<file path="src/rtl/core/kvt_pkg.sv">
`default_nettype none

package kvt_pkg;

  localparam int unsigned DEPTH      = 16;
  localparam int unsigned KEY_W      = 32;
  localparam int unsigned VALUE_W    = 32;

  localparam int unsigned IDX_W      = (DEPTH > 1) ? $clog2(DEPTH) : 1;
  localparam int unsigned CNT_W      = $clog2(DEPTH + 1);
  localparam int unsigned CAP_W      = 5;
  localparam int unsigned OP_W       = 3;
  localparam int unsigned KEY_PORT_W = 32;
  localparam int unsigned VAL_PORT_W = 32;
  localparam int unsigned CNT_PORT_W = 5;
  localparam int unsigned LIM_W      = (CNT_W > CAP_W) ? CNT_W : CAP_W;

  localparam logic [CAP_W-1:0] CAP_RESET = CAP_W'(16);

  typedef enum logic [OP_W-1:0] {
    OP_INSERT = 3'd0,
    OP_UPDATE = 3'd1,
    OP_UPSERT = 3'd2,
    OP_ERASE  = 3'd3,
    OP_LOOKUP = 3'd4
  } kvt_op_e;

  typedef enum logic [1:0] {
    ACT_NONE,
    ACT_FILL,
    ACT_SET,
    ACT_CLEAR
  } kvt_act_e;

  typedef struct packed {
    logic               valid;
    logic [KEY_W-1:0]   key;
    logic               hit;
    logic [IDX_W-1:0]   hit_idx;
    logic [VALUE_W-1:0] hit_val;
    logic               free;
    logic [IDX_W-1:0]   free_idx;
  } kvt_tok_t;

  typedef struct packed {
    kvt_act_e           act;
    logic [IDX_W-1:0]   idx;
    logic [KEY_W-1:0]   key;
    logic [VALUE_W-1:0] val;
  } kvt_wr_t;

  typedef struct packed {
    logic busy;
    logic commit;
  } kvt_stat_t;

endpackage

`default_nettype wire

</file>
<file path="src/rtl/core/kvt_cell.sv">
`default_nettype none

module kvt_cell
  import kvt_pkg::*;
(
  input  wire logic             clk_i,
  input  wire logic             rst_ni,
  input  wire logic [IDX_W-1:0] cell_idx_i,
  input  wire logic [CAP_W-1:0] limit_i,
  input  wire kvt_tok_t         tok_i,
  output kvt_tok_t              tok_o,
  input  wire kvt_wr_t          wr_i
);

  logic [KEY_W-1:0]   key_q;
  logic [VALUE_W-1:0] val_q;
  logic               used_q;
  kvt_tok_t           tok_d;
  kvt_tok_t           tok_q;
  logic               vld_q;
  logic               in_lim;
  logic               match;
  logic               sel;

  assign in_lim = LIM_W'(cell_idx_i) < LIM_W'(limit_i);
  assign match  = used_q && in_lim && (key_q == tok_i.key);
  assign sel    = (wr_i.act != ACT_NONE) && (wr_i.idx == cell_idx_i);

  always_comb begin
    tok_d = tok_i;
    if (!tok_i.hit && match) begin
      tok_d.hit     = 1'b1;
      tok_d.hit_idx = cell_idx_i;
      tok_d.hit_val = val_q;
    end
    if (!tok_i.free && in_lim && !used_q) begin
      tok_d.free     = 1'b1;
      tok_d.free_idx = cell_idx_i;
    end
  end

  always_ff @(posedge clk_i) begin
    tok_q <= tok_d;
    if (sel && (wr_i.act == ACT_FILL)) begin
      key_q <= wr_i.key;
    end
    if (sel && ((wr_i.act == ACT_FILL) || (wr_i.act == ACT_SET))) begin
      val_q <= wr_i.val;
    end
  end

  always_ff @(posedge clk_i or negedge rst_ni) begin
    if (!rst_ni) begin
      vld_q  <= 1'b0;
      used_q <= 1'b0;
    end else begin
      vld_q <= tok_d.valid;
      if (sel && (wr_i.act == ACT_FILL)) begin
        used_q <= 1'b1;
      end else if (sel && (wr_i.act == ACT_CLEAR)) begin
        used_q <= 1'b0;
      end
    end
  end

  always_comb begin
    tok_o       = tok_q;
    tok_o.valid = vld_q;
  end

endmodule

`default_nettype wire

</file>
<file path="src/rtl/core/kvt_ctrl.sv">
`default_nettype none

module kvt_ctrl
  import kvt_pkg::*;
(
  input  wire logic                  clk_i,
  input  wire logic                  rst_ni,
  input  wire logic                  in_valid_i,
  output logic                       in_ready_o,
  input  wire logic [OP_W-1:0]       opcode_i,
  input  wire logic [KEY_PORT_W-1:0] key_i,
  input  wire logic [VAL_PORT_W-1:0] value_in_i,
  output logic                       out_valid_o,
  input  wire logic                  out_ready_i,
  output logic                       success_o,
  output logic [VAL_PORT_W-1:0]      value_out_o,
  output logic [CNT_PORT_W-1:0]      entry_count_o,
  output logic                       is_empty_o,
  output kvt_tok_t                   tok_o,
  input  wire kvt_tok_t              tok_i,
  output kvt_wr_t                    wr_o,
  output kvt_stat_t                  stat_o
);

  typedef enum logic [1:0] {
    ST_IDLE,
    ST_SCAN,
    ST_DONE
  } state_e;

  state_e             state_q;
  kvt_op_e            op_q;
  logic [KEY_W-1:0]   key_q;
  logic [VALUE_W-1:0] val_q;
  logic               tok_vld_q;
  kvt_tok_t           fin_q;
  logic [CNT_W-1:0]   used_count_q;
  logic [CNT_W-1:0]   count_d;
  logic               ok_d;
  logic [VALUE_W-1:0] vout_d;
  logic               commit;
  logic               res_valid_q;
  logic               res_ok_q;
  logic [VALUE_W-1:0] res_val_q;
  logic [CNT_W-1:0]   res_cnt_q;

  assign in_ready_o = (state_q == ST_IDLE);
  assign commit     = (state_q == ST_DONE) && (!res_valid_q || out_ready_i);

  always_comb begin
    tok_o          = '0;
    tok_o.valid    = tok_vld_q;
    tok_o.key      = key_q;
  end

  always_comb begin
    wr_o     = '0;
    wr_o.act = ACT_NONE;
    wr_o.key = key_q;
    wr_o.val = val_q;
    wr_o.idx = fin_q.hit_idx;
    count_d  = used_count_q;
    ok_d     = 1'b0;
    vout_d   = '0;
    case (op_q)
      OP_INSERT: begin
        if (!fin_q.hit && fin_q.free) begin
          wr_o.act = ACT_FILL;
          wr_o.idx = fin_q.free_idx;
          count_d  = CNT_W'(used_count_q + 1'b1);
          ok_d     = 1'b1;
        end
      end
      OP_UPDATE: begin
        if (fin_q.hit) begin
          wr_o.act = ACT_SET;
          ok_d     = 1'b1;
        end
      end
      OP_UPSERT: begin
        if (fin_q.hit) begin
          wr_o.act = ACT_SET;
          ok_d     = 1'b1;
        end else if (fin_q.free) begin
          wr_o.act = ACT_FILL;
          wr_o.idx = fin_q.free_idx;
          count_d  = CNT_W'(used_count_q + 1'b1);
          ok_d     = 1'b1;
        end
      end
      OP_ERASE: begin
        if (fin_q.hit) begin
          wr_o.act = ACT_CLEAR;
          count_d  = CNT_W'(used_count_q - 1'b1);
          ok_d     = 1'b1;
        end
      end
      OP_LOOKUP: begin
        if (fin_q.hit) begin
          vout_d = fin_q.hit_val;
          ok_d   = 1'b1;
        end
      end
      default: begin
        ok_d = 1'b0;
      end
    endcase
    if (!commit) begin
      wr_o.act = ACT_NONE;
    end
  end

  always_ff @(posedge clk_i or negedge rst_ni) begin
    if (!rst_ni) begin
      state_q      <= ST_IDLE;
      tok_vld_q    <= 1'b0;
      used_count_q <= '0;
      res_valid_q  <= 1'b0;
    end else begin
      tok_vld_q <= (state_q == ST_IDLE) && in_valid_i;
      if (commit) begin
        res_valid_q <= 1'b1;
      end else if (res_valid_q && out_ready_i) begin
        res_valid_q <= 1'b0;
      end
      case (state_q)
        ST_IDLE: begin
          if (in_valid_i) begin
            op_q      <= kvt_op_e'(opcode_i);
            key_q     <= KEY_W'(key_i);
            val_q     <= VALUE_W'(value_in_i);
            state_q   <= ST_SCAN;
          end
        end
        ST_SCAN: begin
          if (tok_i.valid) begin
            fin_q   <= tok_i;
            state_q <= ST_DONE;
          end
        end
        ST_DONE: begin
          if (commit) begin
            used_count_q <= count_d;
            res_ok_q     <= ok_d;
            res_val_q    <= vout_d;
            res_cnt_q    <= count_d;
            state_q      <= ST_IDLE;
          end
        end
        default: begin
          state_q <= ST_IDLE;
        end
      endcase
    end
  end

  assign out_valid_o   = res_valid_q;
  assign success_o     = res_ok_q;
  assign value_out_o   = VAL_PORT_W'(res_val_q);
  assign entry_count_o = CNT_PORT_W'(res_cnt_q);
  assign is_empty_o    = (res_cnt_q == '0);

  assign stat_o.busy   = (state_q != ST_IDLE);
  assign stat_o.commit = commit;

endmodule

`default_nettype wire

</file>
<file path="src/rtl/core/fixed_capacity_key_value_table.sv">
// Associative table of sixteen key/value slots with a used mark per slot.
// An operation request (opcode, key, value_in) is taken on the in_valid_i /
// in_ready_o channel; its one result (success, value_out, entry_count,
// is_empty) leaves on the out_valid_o / out_ready_i channel.
// A search token walks the row of slot cells, one cell per cycle, picking up
// the first matching used slot and the lowest free slot below the capacity
// limit. The result is registered once the token has left the last cell and
// the controller has committed the operation; a new request is taken only
// after that commit, so the walk along the row sets the pace of requests.
// One request is in work at a time.
// The capacity register is written on the cfg_valid_i / cfg_ready_o channel
// and should only be written while the table is idle.
// Reset clears every used mark, the entry count and the result valid flag, and
// sets the capacity to sixteen.
// If the receiver stalls, the finished result is held in the output register
// and a further request may still be taken and searched; its changes are
// committed only once the held result has gone.
`default_nettype none

module fixed_capacity_key_value_table
  import kvt_pkg::*;
(
  input  wire logic                  clk_i,
  input  wire logic                  rst_ni,
  input  wire logic                  cfg_valid_i,
  output logic                       cfg_ready_o,
  input  wire logic [CAP_W-1:0]      cfg_data_i,
  input  wire logic                  in_valid_i,
  output logic                       in_ready_o,
  input  wire logic [OP_W-1:0]       opcode_i,
  input  wire logic [KEY_PORT_W-1:0] key_i,
  input  wire logic [VAL_PORT_W-1:0] value_in_i,
  output logic                       out_valid_o,
  input  wire logic                  out_ready_i,
  output logic                       success_o,
  output logic [VAL_PORT_W-1:0]      value_out_o,
  output logic [CNT_PORT_W-1:0]      entry_count_o,
  output logic                       is_empty_o
);

  logic [CAP_W-1:0] cap_q;
  kvt_tok_t         tok [0:DEPTH];
  kvt_wr_t          wr;
  kvt_stat_t        stat;

  assign cfg_ready_o = 1'b1;

  always_ff @(posedge clk_i or negedge rst_ni) begin
    if (!rst_ni) begin
      cap_q <= CAP_RESET;
    end else if (cfg_valid_i) begin
      cap_q <= cfg_data_i;
    end
  end

  kvt_ctrl u_ctrl (
    .clk_i         (clk_i),
    .rst_ni        (rst_ni),
    .in_valid_i    (in_valid_i),
    .in_ready_o    (in_ready_o),
    .opcode_i      (opcode_i),
    .key_i         (key_i),
    .value_in_i    (value_in_i),
    .out_valid_o   (out_valid_o),
    .out_ready_i   (out_ready_i),
    .success_o     (success_o),
    .value_out_o   (value_out_o),
    .entry_count_o (entry_count_o),
    .is_empty_o    (is_empty_o),
    .tok_o         (tok[0]),
    .tok_i         (tok[DEPTH]),
    .wr_o          (wr),
    .stat_o        (stat)
  );

  for (genvar i = 0; i < DEPTH; i++) begin : g_cell
    kvt_cell u_cell (
      .clk_i      (clk_i),
      .rst_ni     (rst_ni),
      .cell_idx_i (IDX_W'(i)),
      .limit_i    (cap_q),
      .tok_i      (tok[i]),
      .tok_o      (tok[i+1]),
      .wr_i       (wr)
    );
  end

  a_commit_gives_result : assert property (@(posedge clk_i) disable iff (!rst_ni)
    stat.commit |=> out_valid_o)
    else $error("Commit did not load a result.");

  a_one_at_a_time : assert property (@(posedge clk_i) disable iff (!rst_ni)
    (in_valid_i && in_ready_o) |=> (!in_ready_o && stat.busy))
    else $error("Request taken while another is in work.");

  a_write_only_on_commit : assert property (@(posedge clk_i) disable iff (!rst_ni)
    (wr.act != ACT_NONE) |-> stat.commit)
    else $error("Slot write outside a commit.");

  a_no_commit_over_held : assert property (@(posedge clk_i) disable iff (!rst_ni)
    (out_valid_o && !out_ready_i) |-> !stat.commit)
    else $error("Commit while a result is still held.");

endmodule

`default_nettype wire

</file>
<file path="config.mk">
export PLATFORM = sky130hd
export DESIGN_NAME = fixed_capacity_key_value_table
export DESIGN_NICKNAME = d
export VERILOG_FILES = /design/src/rtl/core/kvt_pkg.sv /design/src/rtl/core/kvt_cell.sv /design/src/rtl/core/kvt_ctrl.sv /design/src/rtl/core/fixed_capacity_key_value_table.sv
export SDC_FILE = /design/constraint.sdc
export NUM_CORES = 2
export LEC_CHECK = 0
export BUFFER_PORTS_ARGS = -buffer_cell sky130_fd_sc_hd__buf_2
export CAP_MARGIN = 20
export CELL_PAD_IN_SITES_DETAIL_PLACEMENT = 1
export CELL_PAD_IN_SITES_GLOBAL_PLACEMENT = 1
export CORE_ASPECT_RATIO = 0.75
export CORE_UTILIZATION = 45
export DETAILED_ROUTE_END_ITERATION = 10
export PLACE_DENSITY = 0.64
export SLEW_MARGIN = 20
export SYNTH_ARGS = -nofsm -noshare
export SYNTH_HDL_FRONTEND = slang
export SYNTH_SLANG_ARGS = --single-unit
</file>
<file path="constraint.sdc">
create_clock -name clk_i -period 11.8 [get_ports clk_i]
set_input_delay 0 -clock clk_i [delete_from_list [all_inputs] [get_ports clk_i]]
set_output_delay 0 -clock clk_i [all_outputs]
set_load 0.01 [all_outputs]
</file>
* After elaboration in Yosys (flattened, before gate mapping)
Index checks and enable logic that the tools add are counted.
** Operators by class
- Mux-type cells :: 74
- Equal/unequal tests :: 43
- Reductions and logical operators :: 225
- Bitwise logic cells :: 0
- Multiply operators :: 0
- Shift operators :: 0
- Div/mod/pow operators :: 0
- Magnitude comparators :: 16
- Add/subtract/negate cells :: 2
** Operators by type and width (number)
- $eq A32 B32 Y1 :: 16
- $mux W32 :: 15
- $logic_and A1 B1 Y1 :: 146
- $logic_not A1 Y1 :: 48
- $lt A4 B5 Y1 const A :: 8
- $mux W1 :: 38
- $mux W37 :: 1
- $reduce_bool A2 Y1 :: 18
- $mux W5 :: 7
- $eq A4 B4 Y1 const B :: 8
- $lt A3 B5 Y1 const A :: 4
- $eq A4 B3 Y1 const B :: 4
- $pmux W5 S3 :: 1
- $mux W2 :: 7
- $reduce_and A3 Y1 :: 4
- $lt A1 B5 Y1 const A :: 2
- $lt A2 B5 Y1 const A :: 2
- $eq A4 B2 Y1 const B :: 2
- $pmux W2 S4 :: 1
- $pmux W4 S2 :: 1
- $eq A2 B2 Y1 const B :: 3
- $eq A3 B2 Y1 const B :: 2
- $pmux W2 S3 :: 1
- $add A5 B1 Y5 const B :: 1
- 16 further kinds :: 20
** Storage, ports and cells
- Flip-flop bits (word level) :: 2369
- Bits in latches :: 0
- Memories kept :: 0
- Input port bits :: 77
- RAM bits :: 0
- Output and inout bits :: 42
- ROM bits :: 0
- Logic and storage cells :: 535

* Longest topological paths before layout
- Depth after elaboration :: 10
- Gate-level depth with buffers :: 9
- Mapped depth without buffers :: 8

* Modules after synthesis
From an unflattened synthesis, not the netlist that was laid out.
** Second synthesis, totals
- Cell total of the unflattened synthesis :: 4466
- Area total of the unflattened synthesis :: 80707.4 µm²
** By module, submodules not included
- kvt_cell :: times used 16, cells an instance 257, seq. area each 3453.3 µm², area an instance 4662.0 µm²
- kvt_ctrl :: times used 1, cells an instance 341, seq. area each 4639.4 µm², area an instance 5918.2 µm²
- fixed_capacity_key_value_table :: times used 1, cells an instance 13, seq. area each 126.4 µm², area an instance 197.7 µm²

* Worst setup path after synthesis
No wires, ideal clock.
- Path kind :: reg-to-reg
- Start :: register u_ctrl.fin_q[41] in the netlist's numbering
- End :: register g_cell[1].u_cell.key_q[0], enable pin
- Setup time :: 0.421 ns
- Path buffers :: 2
- Period minus slack after synthesis :: 3.935 ns
- Stages on the path, launching flop included :: 10
- Data required time :: 11.379 ns
- Arrival :: 3.514 ns
- Slack :: 7.865 ns
- Path through :: edfxtp_1 clkbuf_1 nor3b_1 nor2b_1 nor3_1 inv_1 ha_1 o21bai_1 clkbuf_1 nor2_1
** Between the ends
- Word-level cells in the longest chain between the ends :: 8
- Elaborated cells between the ends (all ways) :: 15
- Classes of those cells :: eq/ne (2); mux (8); reduce/logical (5)
** Ends and longest elaborated chain
- start: declaration :: line kvt_ctrl.sv:36 : kvt_tok_t fin_q;
- start signal: assignment :: line kvt_ctrl.sv:137 : fin_q <= tok_i;
- $logic_not A1 Y1 :: line kvt_ctrl.sv:67 : if (!fin_q.hit && fin_q.free) begin
- $logic_and A1 B1 Y1 :: line kvt_ctrl.sv:67
- $mux W5 :: line kvt_ctrl.sv:67
- $pmux W2 S4 :: line kvt_ctrl.sv:65 : case (op_q)
- $mux W2 :: line kvt_ctrl.sv:108 : if (!commit) begin
- $reduce_bool A2 Y1 :: line kvt_cell.sv:27 : assign sel = (wr_i.act != ACT_NONE) && (wr_i.idx == cell_idx_i);
- $logic_and A1 B1 Y1 :: line kvt_cell.sv:27
- $logic_and A1 B1 Y1 * :: line kvt_cell.sv:44 : if (sel && (wr_i.act == ACT_FILL)) begin
- end signal: assignment :: line kvt_cell.sv:45 : key_q <= wr_i.key;
- end: declaration :: line kvt_cell.sv:15 : logic [KEY_W-1:0] key_q;
Every way passes the cells marked *; elsewhere a longest branch is shown, timed or not.
A chain may end at the register's enable or synchronous reset.

* Final worst setup path
- Start :: register u_ctrl.fin_q[41] in the netlist's numbering
- End :: register g_cell[14].u_cell.val_q[12], enable pin
** Between the ends
- Word-level cells in the longest chain between the ends :: 8
- Elaborated cells between the ends (all ways) :: 17
- Classes of those cells :: eq/ne (3); mux (8); reduce/logical (6)
** Ends and longest elaborated chain
- $logic_not A1 Y1 :: line kvt_ctrl.sv:67
- $logic_and A1 B1 Y1 :: line kvt_ctrl.sv:67
- $mux W5 :: line kvt_ctrl.sv:67
- $pmux W2 S4 :: line kvt_ctrl.sv:65
- $mux W2 :: line kvt_ctrl.sv:108
- $eq A2 B1 Y1 (tied with other cells) :: line kvt_cell.sv:47 : if (sel && ((wr_i.act == ACT_FILL) || (wr_i.act == ACT_SET))) begin
- $logic_or A1 B1 Y1 / $logic_and A1 B1 Y1 (equally long branches) :: line kvt_cell.sv:47, kvt_cell.sv:27
- $logic_and A1 B1 Y1 * :: line kvt_cell.sv:47
- end signal: assignment :: line kvt_cell.sv:48 : val_q <= wr_i.val;
- end: declaration :: line kvt_cell.sv:16 : logic [VALUE_W-1:0] val_q;
Marks and branches as above.

==> results.md <==
- DRT antenna net count: 0
- GRT overflow: 0
- Die Ht: roughly 350 um
- Fin crit period: roughly 4.1 ns
- CP required: ~12 ns
- Buf/Inv on CP: 0
- Remaining DRCs: 0
- H-tree depth: 4
- Synthesized area per cell: around 18 um2
- Final Non-Filler Cells: 6830
- CP Cell Sequence: nor3b_1 -> nor2b_1 -> nor3_1 -> ha_1 -> nand2b_1 -> nor2_4
- Fin nets: 4589
- Share of post-route cells with drive strength above 1: 0.2363
- Clock Path Buffers: 3
- CP Depth: 6
- Crit Path Max Fanout: 32
- Hold WC Path Type: input pin to flip-flop
- CP endpoint kind: flip-flop
- Synth Cell Area: between 0.07 and 0.08 mm2
- CTS tree: yes
- Reg clk slew, reported paths: around 0.06 ns
- RD Place Congestion: ~0.77
- Post-synth ARST share: 0.01967
- Clock Latency Late Sink: 0.84 ns
- WL/cell: approximately 24 um
- CP peak stage delay: 0.90 ns
- Slew headroom: 0.2488
- Clock skew: 0.03841 ns
- Outcome: complete, no violations
- Max-slew violations: 0
- Synth Instances: between 4000 and 5000
- Dpl hpwl: ~100000 um
- Area grow syn2layout: 17.03%
- Metal-1 WL: roughly 81000 um
- Uppermost layer routed: met4
- Die area: roughly 0.16 mm2
- I/O pin total: roughly 120
- Via count: around 34000
- All-Layer GR Usage: 0.2013
- Worst Hold Depth: 3
- Post-synthesis cell type count: 60
- Antenna violations before repair: 23
- Worst EP arrival: 4.52 ns
- Crit-path slowest cell: nor2_4
- Core ar.: 0.1603 mm2
- PwrDens: between 150 and 200 mW/mm2
- Final Hold Fails: 0
- Row count: between 100 and 150
- Seq/Total Area, Yosys: 0.8065
- Met3 wire len: about 8600 um
- RSZ-0062 raised after global routing: false
- Core Util, Final: 0.5320
- Die width: 466.7 um
- Synth warn: 0
- Top_reg_cell synth: edfxtp_1
- Worst slew pin tran: 1.118 ns
- Vias in the first global route: about 35000
- Setup Viol. Count Final: 0
- First-pass detailed-route iteration total: 5
- Fmax: between 200 and 250 MHz
- Clk root buf: clkbuf_16
- Multi-input gate area: around 0.014 mm2
- Startpoint Class: flip-flop
- Final TNS setup: 0 ns
- CTS sink cnt: roughly 2300
- Largest net degree at the start of global routing: between 60 and 70
- Via density: a little under 5
- Synthesized net count: 4093
- Global-route wire length before repair: 240200 um
- Fill cell count: 14420
- Setup CP Type: flip-flop to flip-flop
- Worst VDD drop: 0.0001321 V
- Flop and latch count out of synthesis: 2339
- Num CTS Buffers: around 210
- IO buf count: ~120
- Total design power: ~16 mW
- Reg2Reg Setup Slack: 7.70 ns
- Setup Fix Bufs, Post-CTS: 0
- Final WL: approximately 160000 um
- Worst Reg-to-Reg Cells: 6
- Delay-heaviest family, CP: simple AND/OR/NAND/NOR gates
- Leak Pwr: roughly 32 nW
- Number of flops mapped to enable cells by yosys: approximately 1200
- Max-capacitance violation count: 0
- Cells after DPL: between 6000 and 7000
- Crit share post-route: 0.3473
- FF+latch area: around 0.059 mm2
- Starting Density: 0.4546
- DRT iter0 DRCs: between 2000 and 3000
- Metal2 WL: 70900 um
-- state kept, by name, summed over array words and instances, names as in the netlist --
| name | cells |
|---|---|
| cap_q | 5 |
| g_cell.u_cell.key_q | 512 |
| u_ctrl.val_q | 32 |
| u_ctrl.fin_q | 42 |
| u_ctrl.state_q | 2 |
| u_ctrl.tok_vld_q | 1 |
| u_ctrl.used_count_q | 5 |
| g_cell.u_cell.vld_q | 16 |
| g_cell.u_cell.tok_o | 1122 |
| u_ctrl.key_q | 32 |
| u_ctrl.op_q | 3 |
| u_ctrl.entry_count_o | 5 |
| g_cell.u_cell.used_q | 16 |
| u_ctrl.out_valid_o | 1 |
| g_cell.u_cell.val_q | 512 |
| u_ctrl.value_out_o | 32 |
| u_ctrl.success_o | 1 |
-- cell usage after synthesis, drive strengths merged, types with 2 or more instances --
cell,instances,area [um2]
a2111oi,2,17.52
a211oi,2,15.01
a21boi,2,15.02
a21o,4,30.03
a21oi,4,20.02
a31oi,3,18.77
a41oi,3,26.28
and2,75,469.2
and3,2,12.51
buf,46,305.3
clkbuf,19,71.32
dfrtp,45,1126
dfxtp,1122,22460
edfxtp,1171,35160
ha,5,62.56
inv,14,52.55
mux2,487,5484
mux2i,4,40.04
nand2,24,90.09
nand2b,31,193.9
nand3,24,120.1
nand3b,5,37.54
nand4,36,225.2
nand4b,8,70.07
nor2,55,206.5
nor2b,26,162.7
nor3,35,201.5
nor3b,2,15.01
nor4,107,772.0
nor4b,4,35.03
o2111ai,2,17.52
o21ai,34,170.2
o21bai,13,97.59
o22ai,2,12.51
or2,61,381.6
or3,4,25.02
or4,2,15.01
or4b,5,61.31
xnor2,124,1086
xor2,389,3407
-- metrics by stage --
| step | setup slack [ns] | hold slack (ns) | cell area (um2) |
|---|---|---|---|
| floorplan | 7.865 | -0.2956 | 72880 |
| global placement | 7.752 | 0.1639 | 76520 |
| detailed placement | 7.587 | 0.1665 | 76520 |
| CTS | 7.550 | 0.1376 | 85150 |
| global route | 7.333 | 0.1982 | 85280 |
| finish | 7.702 | 0.2228 | 85290 |
-- worst paths after layout --
check	from	endpoint
max	u_ctrl.fin_q[41]$_DFFE_PP_	g_cell[14].u_cell.val_q[12]$_DFFE_PP_
min	in_valid_i	u_ctrl.key_q[31]$_DFFE_PP_
max reg2reg	u_ctrl.fin_q[41]$_DFFE_PP_	g_cell[14].u_cell.val_q[12]$_DFFE_PP_
min reg2reg	g_cell[4].u_cell.tok_o[46]$_DFF_P_	g_cell[5].u_cell.tok_o[46]$_DFF_P_
min in group asynchronous	rst_ni	u_ctrl.state_q[0]$_DFFE_PN0P_
max in group asynchronous	rst_ni	g_cell[1].u_cell.used_q$_DFFE_PN0P_
-- tightest hold or removal path: stages --
cell and delay, ns:
dlygate4sd3_1 0.53, buf_2 0.11, and3_4 0.25
-- metal layers --
layer  vias up  global-route usage
met1     17240              0.3072
li1      15420                   -
met5         -                   0
met3       217             0.03338
met4         0             0.05200
met2       829              0.2971
-- timing repair --
action / 4_1_cts / 5_1_grt
hold endpoints to repair: 133 / 0
hold buffers: 156 / 0
gates resized for setup: 0 / 0
-- where the power goes --
| part | internal, mW | switching [mW] | total [mW] |
|---|---|---|---|
| Combinational | 0.0724 | 0.0661 | 0.139 |
| Sequential | 8.51 | 0.0563 | 8.57 |
| Clock | 3.94 | 2.94 | 6.88 |
-- cell type report --
class | count | area share
Multi-Input combinational cell | 1593 | 0.1634
Clock inverter | 69 | 0.007555
Sequential cell | 2339 | 0.6891
Timing Repair Buffer | 347 | 0.03260
Antenna cell | 9 | 0.0002641
Inverter | 14 | 0.0006161
Clock buffer | 331 | 0.07524
Tap cell | 2128 | 0.03122
-- cell usage in the layout, fill, tap and decap left out, types with 69 or more instances in the layout --
cell              n
nor4_1           99
xor2_1          389
and2_1           75
edfxtp_1       1171
mux2_2          477
buf_4            69
clkbuf_16       224
dlygate4sd3_1   156
xnor2_1         124
dfxtp_1        1122
buf_2           117
-- cell families (layout without fill, tap and decap cells) --
logic type | after synthesis | after routing | share of synthesized area
XOR/XNOR | 513 | 513 | 0.06165
flip-flops | 2339 | 2339 | 0.8065
other | 1 | 10 | 0.00005145
multiplexers | 491 | 491 | 0.07580
buffers and inverters | 79 | 761 | 0.005889
AND/OR/NAND/NOR | 507 | 507 | 0.04258
adder cells (fa/ha/maj) | 5 | 5 | 0.0008584
AO/OA/AOI/OAI | 76 | 76 | 0.006679
(Power assumes the default switching activity.)
